[config.mk]
export PLATFORM = sky130hd
export DESIGN_NAME = sensor_frame_receiver_core
export DESIGN_NICKNAME = d
export VERILOG_FILES = /design/src/rtl/core/sfr_pkg.sv /design/src/rtl/core/sfr_front.sv /design/src/rtl/core/sfr_queue.sv /design/src/rtl/core/sfr_back.sv /design/src/rtl/core/sensor_frame_receiver_core.sv
export SDC_FILE = /design/constraint.sdc
export NUM_CORES = 1
export LEC_CHECK = 0
export BUFFER_PORTS_ARGS = -buffer_cell sky130_fd_sc_hd__buf_2
export CORE_MARGIN = 2
export CORE_UTILIZATION = 52
export DETAILED_ROUTE_END_ITERATION = 12
export GPL_TIMING_DRIVEN = 0
export PLACE_DENSITY_LB_ADDON = 0.2
export SLEW_MARGIN = 20
export SYNTH_ARGS = -nofsm -noshare
export SYNTH_HDL_FRONTEND = slang
export SYNTH_SLANG_ARGS = --single-unit
[constraint.sdc]
create_clock -name clk -period 12.69 [get_ports clk]
set_input_delay 1.9035 -clock clk [delete_from_list [all_inputs] [get_ports clk]]
set_output_delay 1.9035 -clock clk [all_outputs]
set_load 0.1 [all_outputs]
[src/rtl/core/sfr_pkg.sv]
// shared types and constants for the sensor frame receiver
// used by every module under rtl/core; depends on nothing
package sfr_pkg;

  localparam int FRAME_BYTES = 31;
  localparam int POS_W       = 5;
  localparam int SHIFT_DEPTH = FRAME_BYTES - 1;
  localparam int FIELD_WORDS = 10;
  localparam int NUM_WORDS   = FIELD_WORDS + 1;
  localparam int QUEUE_DEPTH = 4;
  localparam int QPTR_W      = $clog2(QUEUE_DEPTH);
  localparam int QCNT_W      = $clog2(QUEUE_DEPTH + 1);
  localparam int ADDR_W      = 4;

  localparam logic [POS_W-1:0] FRAME_LAST = POS_W'(FRAME_BYTES - 1);
  localparam logic [POS_W-1:0] SUM_FIRST  = POS_W'(1);
  localparam logic [POS_W-1:0] SUM_LAST   = POS_W'(28);

  localparam logic [7:0]  RESET_HEADER_FIRST  = 8'h42;
  localparam logic [7:0]  RESET_HEADER_SECOND = 8'h4D;
  localparam logic [15:0] RESET_CHECKSUM_SEED = 16'h006F;

  localparam logic [1:0] REG_HEADER_FIRST  = 2'd0;
  localparam logic [1:0] REG_HEADER_SECOND = 2'd1;
  localparam logic [1:0] REG_CHECKSUM_SEED = 2'd2;

  typedef enum logic [2:0] {
    ST_HUNT  = 3'b001,
    ST_FIRST = 3'b010,
    ST_FRAME = 3'b100
  } hunt_state_t;

  typedef enum logic {
    ITEM_START = 1'b0,
    ITEM_DATA  = 1'b1
  } item_kind_t;

  typedef struct packed {
    item_kind_t       kind;
    logic [POS_W-1:0] pos;
    logic [7:0]       data;
  } frame_item_t;

  typedef struct packed {
    logic [7:0]  header_first;
    logic [7:0]  header_second;
    logic [15:0] checksum_seed;
  } sfr_cfg_t;

endpackage

[src/rtl/core/sfr_front.sv]
// front end: header hunt and byte classification into queue items
// depends on sfr_pkg
module sfr_front import sfr_pkg::*; (
  input  logic        clk,
  input  logic        rst,
  input  sfr_cfg_t    cfg,
  input  logic        in_valid,
  input  logic        in_stall,
  input  logic [7:0]  rx_byte,
  output logic        push,
  output frame_item_t push_item
);

  hunt_state_t      state, state_next;
  logic [POS_W-1:0] pos, pos_next;
  logic             accept;

  assign accept = in_valid && !in_stall;

  always_comb begin
    state_next          = state;
    pos_next            = pos;
    push                = 1'b0;
    push_item.kind      = ITEM_DATA;
    push_item.pos       = pos;
    push_item.data      = rx_byte;
    if (accept) begin
      unique case (state)
        ST_FRAME: begin
          push = 1'b1;
          if (pos == FRAME_LAST) begin
            state_next = ST_HUNT;
            pos_next   = '0;
          end else begin
            pos_next = pos + POS_W'(1);
          end
        end
        ST_HUNT, ST_FIRST: begin
          if (rx_byte == cfg.header_second) begin
            pos_next = '0;
            if (state == ST_FIRST) begin
              state_next     = ST_FRAME;
              push           = 1'b1;
              push_item.kind = ITEM_START;
            end else begin
              state_next = ST_HUNT;
            end
          end else if (rx_byte == cfg.header_first) begin
            state_next = ST_FIRST;
          end else begin
            state_next = ST_HUNT;
          end
        end
        default: state_next = ST_HUNT;
      endcase
    end
  end

  always_ff @(posedge clk) begin
    if (rst) begin
      state <= ST_HUNT;
      pos   <= '0;
    end else begin
      state <= state_next;
      pos   <= pos_next;
    end
  end

endmodule

[src/rtl/core/sfr_queue.sv]
// short item queue between front and back ends
// depends on sfr_pkg
module sfr_queue import sfr_pkg::*; (
  input  logic        clk,
  input  logic        rst,
  input  logic        push,
  input  frame_item_t push_item,
  input  logic        pop,
  output logic        head_valid,
  output frame_item_t head_item,
  output logic        full
);

  frame_item_t       slots [QUEUE_DEPTH];
  logic [QPTR_W-1:0] wr_ptr, rd_ptr;
  logic [QCNT_W-1:0] count;

  assign head_valid = (count != '0);
  assign full       = (count == QCNT_W'(QUEUE_DEPTH));
  assign head_item  = slots[rd_ptr];

  always_ff @(posedge clk) begin
    if (push) begin
      slots[wr_ptr] <= push_item;
    end
  end

  always_ff @(posedge clk) begin
    if (rst) begin
      wr_ptr <= '0;
      rd_ptr <= '0;
      count  <= '0;
    end else begin
      if (push) begin
        wr_ptr <= wr_ptr + QPTR_W'(1);
      end
      if (pop) begin
        rd_ptr <= rd_ptr + QPTR_W'(1);
      end
      if (push && !pop) begin
        count <= count + QCNT_W'(1);
      end else if (pop && !push) begin
        count <= count - QCNT_W'(1);
      end
    end
  end

  a_no_push_full: assert property (@(posedge clk) disable iff (rst) full |-> !push)
    else $error("queue push while full");
  a_no_pop_empty: assert property (@(posedge clk) disable iff (rst) pop |-> head_valid)
    else $error("queue pop while empty");
  a_count_range: assert property (@(posedge clk) disable iff (rst)
    count <= QCNT_W'(QUEUE_DEPTH))
    else $error("queue count out of range");

endmodule

[src/rtl/core/sfr_back.sv]
// back end: frame buffer, running checksum, latched fields and result register
// depends on sfr_pkg
module sfr_back import sfr_pkg::*; (
  input  logic        clk,
  input  logic        rst,
  input  sfr_cfg_t    cfg,
  input  logic        head_valid,
  input  frame_item_t head_item,
  output logic        pop,
  output logic        out_valid,
  input  logic        out_stall,
  output logic        frame_good,
  output logic [15:0] payload_length,
  output logic [15:0] pm1_mass,
  output logic [15:0] pm2p5_mass,
  output logic [15:0] pm10_mass,
  output logic [15:0] count_0p3,
  output logic [15:0] count_0p5,
  output logic [15:0] count_1p0,
  output logic [15:0] count_2p5,
  output logic [15:0] count_5p0,
  output logic [15:0] count_10,
  output logic [15:0] frame_sum_field
);

  logic [7:0]  sreg  [SHIFT_DEPTH];
  logic [15:0] latch [NUM_WORDS];
  logic [15:0] running_sum;
  logic [15:0] frame_sum;
  logic        head_data, head_last, sum_good, in_sum;

  assign head_data = head_valid && (head_item.kind == ITEM_DATA);
  assign head_last = head_data && (head_item.pos == FRAME_LAST);
  assign in_sum    = (head_item.pos >= SUM_FIRST) && (head_item.pos <= SUM_LAST);
  assign pop       = head_valid && (!head_last || !out_valid || !out_stall);
  assign frame_sum = {sreg[0], head_item.data};
  assign sum_good  = (running_sum == frame_sum);

  always_ff @(posedge clk) begin
    if (pop && head_data) begin
      sreg[0] <= head_item.data;
      for (int i = 1; i < SHIFT_DEPTH; i++) begin
        sreg[i] <= sreg[i-1];
      end
    end
  end

  always_ff @(posedge clk) begin
    if (rst) begin
      running_sum <= RESET_CHECKSUM_SEED;
    end else if (pop && (head_item.kind == ITEM_START)) begin
      running_sum <= cfg.checksum_seed;
    end else if (pop && head_data && in_sum) begin
      running_sum <= running_sum + {8'h00, head_item.data};
    end
  end

  always_ff @(posedge clk) begin
    if (rst) begin
      for (int k = 0; k < NUM_WORDS; k++) begin
        latch[k] <= '0;
      end
    end else if (pop && head_last && sum_good) begin
      for (int k = 0; k < FIELD_WORDS; k++) begin
        latch[k] <= {sreg[SHIFT_DEPTH-2-2*k], sreg[SHIFT_DEPTH-3-2*k]};
      end
      latch[FIELD_WORDS] <= frame_sum;
    end
  end

  always_ff @(posedge clk) begin
    if (rst) begin
      out_valid  <= 1'b0;
      frame_good <= 1'b0;
    end else if (pop && head_last) begin
      out_valid  <= 1'b1;
      frame_good <= sum_good;
    end else if (!out_stall) begin
      out_valid <= 1'b0;
    end
  end

  assign payload_length  = latch[0];
  assign pm1_mass        = latch[1];
  assign pm2p5_mass      = latch[2];
  assign pm10_mass       = latch[3];
  assign count_0p3       = latch[4];
  assign count_0p5       = latch[5];
  assign count_1p0       = latch[6];
  assign count_2p5       = latch[7];
  assign count_5p0       = latch[8];
  assign count_10        = latch[9];
  assign frame_sum_field = latch[FIELD_WORDS];

  a_no_overwrite: assert property (@(posedge clk) disable iff (rst)
    (pop && head_last) |-> !(out_valid && out_stall))
    else $error("result overwritten while stalled");
  a_result_source: assert property (@(posedge clk) disable iff (rst)
    $rose(out_valid) |-> $past(pop && head_last))
    else $error("result without a completed frame");
  a_latch_hold: assert property (@(posedge clk) disable iff (rst)
    !(pop && head_last && sum_good) |=> $stable(latch[FIELD_WORDS]) && $stable(latch[0]))
    else $error("latched store changed without a good frame");

endmodule

[src/rtl/core/sensor_frame_receiver_core.sv]
// sensor frame receiver top level: config registers, front end, queue, back end
// depends on sfr_pkg, sfr_front, sfr_queue, sfr_back
// a frame's last accepted byte is written into a queue slot and then popped, which sets the registered out_valid
// throughput: one byte per cycle while in_stall is low; a stalled result holds while bytes keep queueing
// input stalls only when the 4-entry queue between front and back is full
// reset: registers return to 0x42, 0x4D, 0x006F; latched fields clear to zero; hunt restarts
module sensor_frame_receiver_core import sfr_pkg::*; (
  input  logic              clk,
  input  logic              rst,
  input  logic              psel,
  input  logic              penable,
  input  logic              pwrite,
  input  logic [ADDR_W-1:0] paddr,
  input  logic [31:0]       pwdata,
  output logic [31:0]       prdata,
  output logic              pready,
  input  logic              in_valid,
  output logic              in_stall,
  input  logic [7:0]        rx_byte,
  output logic              out_valid,
  input  logic              out_stall,
  output logic              frame_good,
  output logic [15:0]       payload_length,
  output logic [15:0]       pm1_mass,
  output logic [15:0]       pm2p5_mass,
  output logic [15:0]       pm10_mass,
  output logic [15:0]       count_0p3,
  output logic [15:0]       count_0p5,
  output logic [15:0]       count_1p0,
  output logic [15:0]       count_2p5,
  output logic [15:0]       count_5p0,
  output logic [15:0]       count_10,
  output logic [15:0]       frame_sum_field
);

  sfr_cfg_t    cfg;
  logic [1:0]  reg_index;
  logic        cfg_write;
  logic        push, pop, head_valid, full;
  frame_item_t push_item, head_item;

  assign pready    = 1'b1;
  assign reg_index = paddr[ADDR_W-1:2];
  assign cfg_write = psel && penable && pwrite;

  always_ff @(posedge clk) begin
    if (rst) begin
      cfg.header_first  <= RESET_HEADER_FIRST;
      cfg.header_second <= RESET_HEADER_SECOND;
      cfg.checksum_seed <= RESET_CHECKSUM_SEED;
    end else if (cfg_write) begin
      unique case (reg_index)
        REG_HEADER_FIRST:  cfg.header_first  <= pwdata[7:0];
        REG_HEADER_SECOND: cfg.header_second <= pwdata[7:0];
        REG_CHECKSUM_SEED: cfg.checksum_seed <= pwdata[15:0];
        default: ;
      endcase
    end
  end

  always_comb begin
    unique case (reg_index)
      REG_HEADER_FIRST:  prdata = {24'h0, cfg.header_first};
      REG_HEADER_SECOND: prdata = {24'h0, cfg.header_second};
      REG_CHECKSUM_SEED: prdata = {16'h0, cfg.checksum_seed};
      default:           prdata = '0;
    endcase
  end

  assign in_stall = full;

  sfr_front u_front (
    .clk       (clk),
    .rst       (rst),
    .cfg       (cfg),
    .in_valid  (in_valid),
    .in_stall  (in_stall),
    .rx_byte   (rx_byte),
    .push      (push),
    .push_item (push_item)
  );

  sfr_queue u_queue (
    .clk        (clk),
    .rst        (rst),
    .push       (push),
    .push_item  (push_item),
    .pop        (pop),
    .head_valid (head_valid),
    .head_item  (head_item),
    .full       (full)
  );

  sfr_back u_back (
    .clk             (clk),
    .rst             (rst),
    .cfg             (cfg),
    .head_valid      (head_valid),
    .head_item       (head_item),
    .pop             (pop),
    .out_valid       (out_valid),
    .out_stall       (out_stall),
    .frame_good      (frame_good),
    .payload_length  (payload_length),
    .pm1_mass        (pm1_mass),
    .pm2p5_mass      (pm2p5_mass),
    .pm10_mass       (pm10_mass),
    .count_0p3       (count_0p3),
    .count_0p5       (count_0p5),
    .count_1p0       (count_1p0),
    .count_2p5       (count_2p5),
    .count_5p0       (count_5p0),
    .count_10        (count_10),
    .frame_sum_field (frame_sum_field)
  );

endmodule

### After elaboration in Yosys (flattened, before gate mapping)

Memory sizes are Yosys's and may differ from the RTL's. A register that Yosys moved wholly into a read port is not among the register bits.
Cells that the tools add are included.

* memory bits (writable): 472
* logic and storage cells: 126
* flip-flop bits (word level): 65
* memories: 3

* reduce and logical (&&, ||, !) cells: 33
* bitwise operators: 12
* eq/ne operators: 14
* add/sub/neg operators: 6
* magnitude comparators: 2
* mux-type cells: 45

Memories
* u_back.sreg: depth 30, width 8, read ports 29, clocked after memory_dff 0, wr ports 30, line sfr_back.sv:26 `logic [7:0] sreg [SHIFT_DEPTH];`
* u_back.latch: depth 11, width 16, read ports 11, clocked after memory_dff 0, wr ports 11, line sfr_back.sv:27 `logic [15:0] latch [NUM_WORDS];`
* u_queue.slots: depth 4, width 14, read ports 1, clocked after memory_dff 1, wr ports 1, line sfr_queue.sv:14 `frame_item_t slots [QUEUE_DEPTH];`

Operators with widths (count)
* 16-bit two-way mux: 13
* 16-bit case mux with 3 select lines: 1
* 1-bit two-way mux: 18
* 16-bit by 8-bit adder with 16-bit output: 1
* 16-bit == test: 1
* 8-bit == test: 2
* 3-bit two-way mux: 5
* 1-bit logical AND: 14
* 1-bit bitwise OR: 11
* 5-bit == test (second input constant): 2
* 5-bit two-way mux: 2
* 5-bit case mux with 2 select lines: 1
* 2-bit AND reduction: 4
* 3-bit == test (second input constant): 2
* 1-bit zero test: 6
* 2-bit two-way mux: 3
* 2-bit by 1-bit != test with 1-bit output (second input constant): 3
* 3-bit case mux with 2 select lines: 1
* 2-bit nonzero test: 3
* 5-bit by 1-bit adder with 5-bit output (second input constant): 1
* 5-bit by 1-bit >= comparator with 1-bit output (second input constant): 1
* 5-bit <= comparator (second input constant): 1
* 2-bit by 1-bit adder with 2-bit output (second input constant): 2
* 3-bit by 1-bit adder with 3-bit output (second input constant): 1
* other kinds (12): 13

### Longest topological paths before layout

* depth after elaboration: 13
* mapped depth: 12
* gate-level depth less buffers: 10

### Cells and area by module

A second synthesis with hierarchy kept.

* cell total of the unflattened synthesis: 1157
* area, all modules: 19720.2 sq um

By module, submodules not included
* sfr_back: instances 1, cells each 767, area each 14830.5 sq um, sequential area each 12612.1 sq um
* sfr_queue: instances 1, cells each 117, area each 2478.6 sq um, sequential area each 1861.8 sq um
* sensor_frame_receiver_core: instances 1, cells each 188, area each 1714.1 sq um, sequential area each 640.6 sq um
* sfr_front: instances 1, cells each 85, area each 696.9 sq um, sequential area each 160.2 sq um

### Worst setup path before layout

No wires, ideal clock.

* path kind: in2reg
* from: input port out_stall
* to: memory u_back.sreg[0][0], enable pin
* slack: 0.084 ns
* buffers on the path: 0
* data required time: 11.860 ns
* cell stages on the path: 3
* data arrival time: 11.776 ns
* setup time: 0.830 ns
* cells stage by stage: nand2_1 -> o31ai_1 -> nor2_1

RTL lines
* start, declared: line sensor_frame_receiver_core.sv:21 `input logic out_stall,`
* end, declared: line sfr_back.sv:26

### Worst setup path in the final report

* from: input port paddr[2]
* to: output port prdata[6]

* cells in the longest elaborated chain, start to end: 2
* elaborated cells between the ends (all ways): 4
* classes of those cells: eq/ne: 2; mux: 1; reduce/logical: 1

Ends and longest elaborated chain
* start, declared: line sensor_frame_receiver_core.sv:13 `input logic [ADDR_W-1:0] paddr,`
* 2-bit == test, or another cell as far along: line sensor_frame_receiver_core.sv:62 `unique case (reg_index)`
* 16-bit case mux with 3 select lines *: line sensor_frame_receiver_core.sv:62
* end, declared: line sensor_frame_receiver_core.sv:15 `output logic [31:0] prdata,`

Mark *: on every way between the ends. The rest lies on a longest branch, timed or not.

==> results.sh <==
export IMPL_clock_skew_final_ps=13.1
export IMPL_numPortBuffers=226
export IMPL_path_class="in2out"
export IMPL_critPathLaunch="paddr[2]"
export IMPL_gp_congestion=0.835
export IMPL_syn_to_final_growth_pct=19.2
export IMPL_die_x_um=198
export IMPL_finalSetupViolations=0
export IMPL_yosysSeqAreaShare_pct=78.4
export IMPL_cp_start_kind="primary input"
export IMPL_synthTopCellsByArea="edfxtp_1, dfxtp_1, and2_1"
export IMPL_dpl_hpwl_um=26500
export IMPL_cp_max_fo=10
export IMPL_clk_pin_slew_ps=60
export IMPL_dr_pass1_iters=5
export IMPL_r2r_cells=11
export IMPL_grt_pass1_wl_um=57700
export IMPL_vias_per_cell=5.24
export IMPL_rsz0062_at_grt="no"
export IMPL_routedWlPerCell_um=19.4
export IMPL_powerDensity_nw_per_um2=196
export IMPL_min_period_over_period_pct=45.6
export IMPL_end_kind="output pin"
export IMPL_grt_max_degree=54
export IMPL_rows=70
export IMPL_cts_hold_buf=0
export IMPL_htree_levels=2
export IMPL_max_cap_violations=0
export IMPL_root_buffer="clkbuf_16"
export IMPL_r2r_slack_ps=8830
export IMPL_cp_data_arrival_time_ps=3880
export IMPL_yosys_most_used_dff="edfxtp_1"
export IMPL_synth_edf_count=464
export IMPL_fmax_ghz=0.173
export IMPL_cts_tree="done"
export IMPL_dieArea_um2=39000
export IMPL_syn_inst=1157
export IMPL_outcome="complete, no violations"
export IMPL_post_route_drc_count=0
export IMPL_wl_um=38300
export IMPL_ys_warn_count=0
export IMPL_p_leak_nw=8.74
export IMPL_clock_latency_ps=580
export IMPL_slew_headroom_pct=42.7
export IMPL_worst_ep_required_time_ps=10790
export IMPL_yosys_area_top_type="edfxtp_1"
export IMPL_vdd_drop_max_mv=0.103
export IMPL_cts_resized_gates=0
export IMPL_vias=10354
export IMPL_final_area_um2=23200
export IMPL_synth_top_area_share_pct=71.5
export IMPL_core_area_um2=36800
export IMPL_synth_most_common_cell="edfxtp_1"
export IMPL_endpoint="prdata[6]"
export IMPL_finalHoldViolCount=0
export IMPL_place_ws_ps=6930
export IMPL_r2r_end="u_back.latch[0][61]"
export IMPL_worstMarginPinSlew_ps=852
export IMPL_clock_sinks=531
export IMPL_async_reset_ff_share_pct=0
export IMPL_final_layout_size_suffix_gt1_share_pct=24.9
export IMPL_final_nets=1535
export IMPL_synth_cell_types=56
export IMPL_power_total_mw=4.55
export IMPL_netlist_area_um2=19500
export IMPL_n_fill_cell=2684
export IMPL_start_util_pct=53.0
export IMPL_fin_crit_ps=5790
export IMPL_antenna_left=0
export IMPL_grt_util_all_layers_pct=19.7
export IMPL_cts_max_path_buffers=3
export IMPL_maxSlewViolCount=0
export IMPL_die_h_um=198
export IMPL_finalWorstSetupSlack_ps=6900
export IMPL_grt_pass1_vias=10030
export IMPL_place_area_um2=21700
export IMPL_synth_common_cells="edfxtp_1, and2_1, nand2_1"
export IMPL_hp_class="reg2reg"
export IMPL_num_io_pins=263
export IMPL_antenna_found_initial=1
export IMPL_overflow=0
export IMPL_fin_util_pct=63.1
export IMPL_post_cts_buffers=0
export IMPL_cts_buffers=51
export IMPL_drtIter0Drc=658
export IMPL_yosys_register_bits=531
export IMPL_synth_avg_cell_area_um2=16.8
==> through the flow <==
stage               hold slack [ps]  setup TNS, ps  cells
finish                          412              0   1976
detailed placement              405              0   1882
CTS                             402              0   1975
floorplan                       400              0   1172
global route                    417              0   1976
global placement                401        -954280   1866
==> worst min path at each step <==
stage                     slack, ps  cells past startpoint                 end               start
after floorplan                 400                      0  u_back.sreg[0][16]   u_back.sreg[0][8]
after global placement          400                      0   u_back.sreg[1][4]  u_back.sreg[0][28]
after detailed placement        400                      0  u_back.sreg[0][18]  u_back.sreg[0][10]
after CTS                       400                      0   u_back.sreg[1][9]   u_back.sreg[1][1]
after global routing            420                      0   u_back.sreg[1][6]  u_back.sreg[0][30]
final                           410                      0   u_back.sreg[1][6]  u_back.sreg[0][30]
==> flip-flops by register name (all words and copies together) (netlist names), named ones only <==
| name | flops |
|---|---|
| u_back.frame_good | 1 |
| cfg | 32 |
| u_queue.rd_ptr | 2 |
| u_back.out_valid | 1 |
| u_back.sreg | 232 |
| u_queue.count | 3 |
| u_back.running_sum | 16 |
| u_front.state | 3 |
| u_back.latch | 176 |
| u_queue.wr_ptr | 2 |
| u_queue.slots | 56 |
| u_front.pos | 5 |
==> report_power, final <==
group          internal (mW)  switching [mW]  total [mW]
Clock                  0.794           0.622        1.42
Sequential              2.20          0.0965        2.29
Combinational          0.250           0.592       0.843
==> metal layers <==
metal | track usage (%) | wire length [um] | up-vias
li1 | - | - | 4845
met1 | 25.7 | 16100 | 5126
met2 | 32.7 | 18600 | 317
met3 | 4.99 | 2540 | 66
met4 | 6.43 | 1020 | 0
met5 | 0 | 0 | -
==> layout by cell type (no fill, tap or decap), types with 12 or more instances in the layout <==
cell	instances
xor2_1	25
nand3b_1	12
ha_1	15
mux4_2	14
nor2b_1	24
edfxtp_1	464
and2_1	176
mux2i_1	18
a21oi_1	32
nand3_1	13
buf_6	14
buf_4	19
buf_2	228
clkbuf_16	51
nand2_1	73
dfxtp_1	67
clkbuf_1	33
conb_1	17
nor2_1	31
o21ai_0	15
==> critical path, stage by stage <==
cell	delay [ps]
buf_2	90
clkbuf_1	530
clkbuf_1	500
mux2i_1	140
o21ai_0	240
buf_2	470
==> kinds of logic after synthesis <==
family          Yosys count  synth area share, %
other cells               2               0.0385
mux                      32                 2.54
compound gates           92                 3.07
buf+inv                  70                 2.29
simple gates            377                 10.9
fa+ha+maj                17                 1.17
xor+xnor                 36                 1.62
flops                   531                 78.4
==> cell type report <==
type / count / area [um^2] / share of cell area, %
Multi-Input combinational cell: 571 / 3840 / 16.5
Buffer: 58 / 400 / 1.72
Tap cell: 468 / 586 / 2.52
Timing Repair Buffer: 242 / 1520 / 6.55
Clock inverter: 25 / 193 / 0.830
Antenna cell: 1 / 2.50 / 0.0108
Sequential cell: 531 / 15300 / 65.8
Clock buffer: 68 / 1360 / 5.86
Inverter: 12 / 45.0 / 0.194
Note: power is estimated with default switching activity, not from simulation.
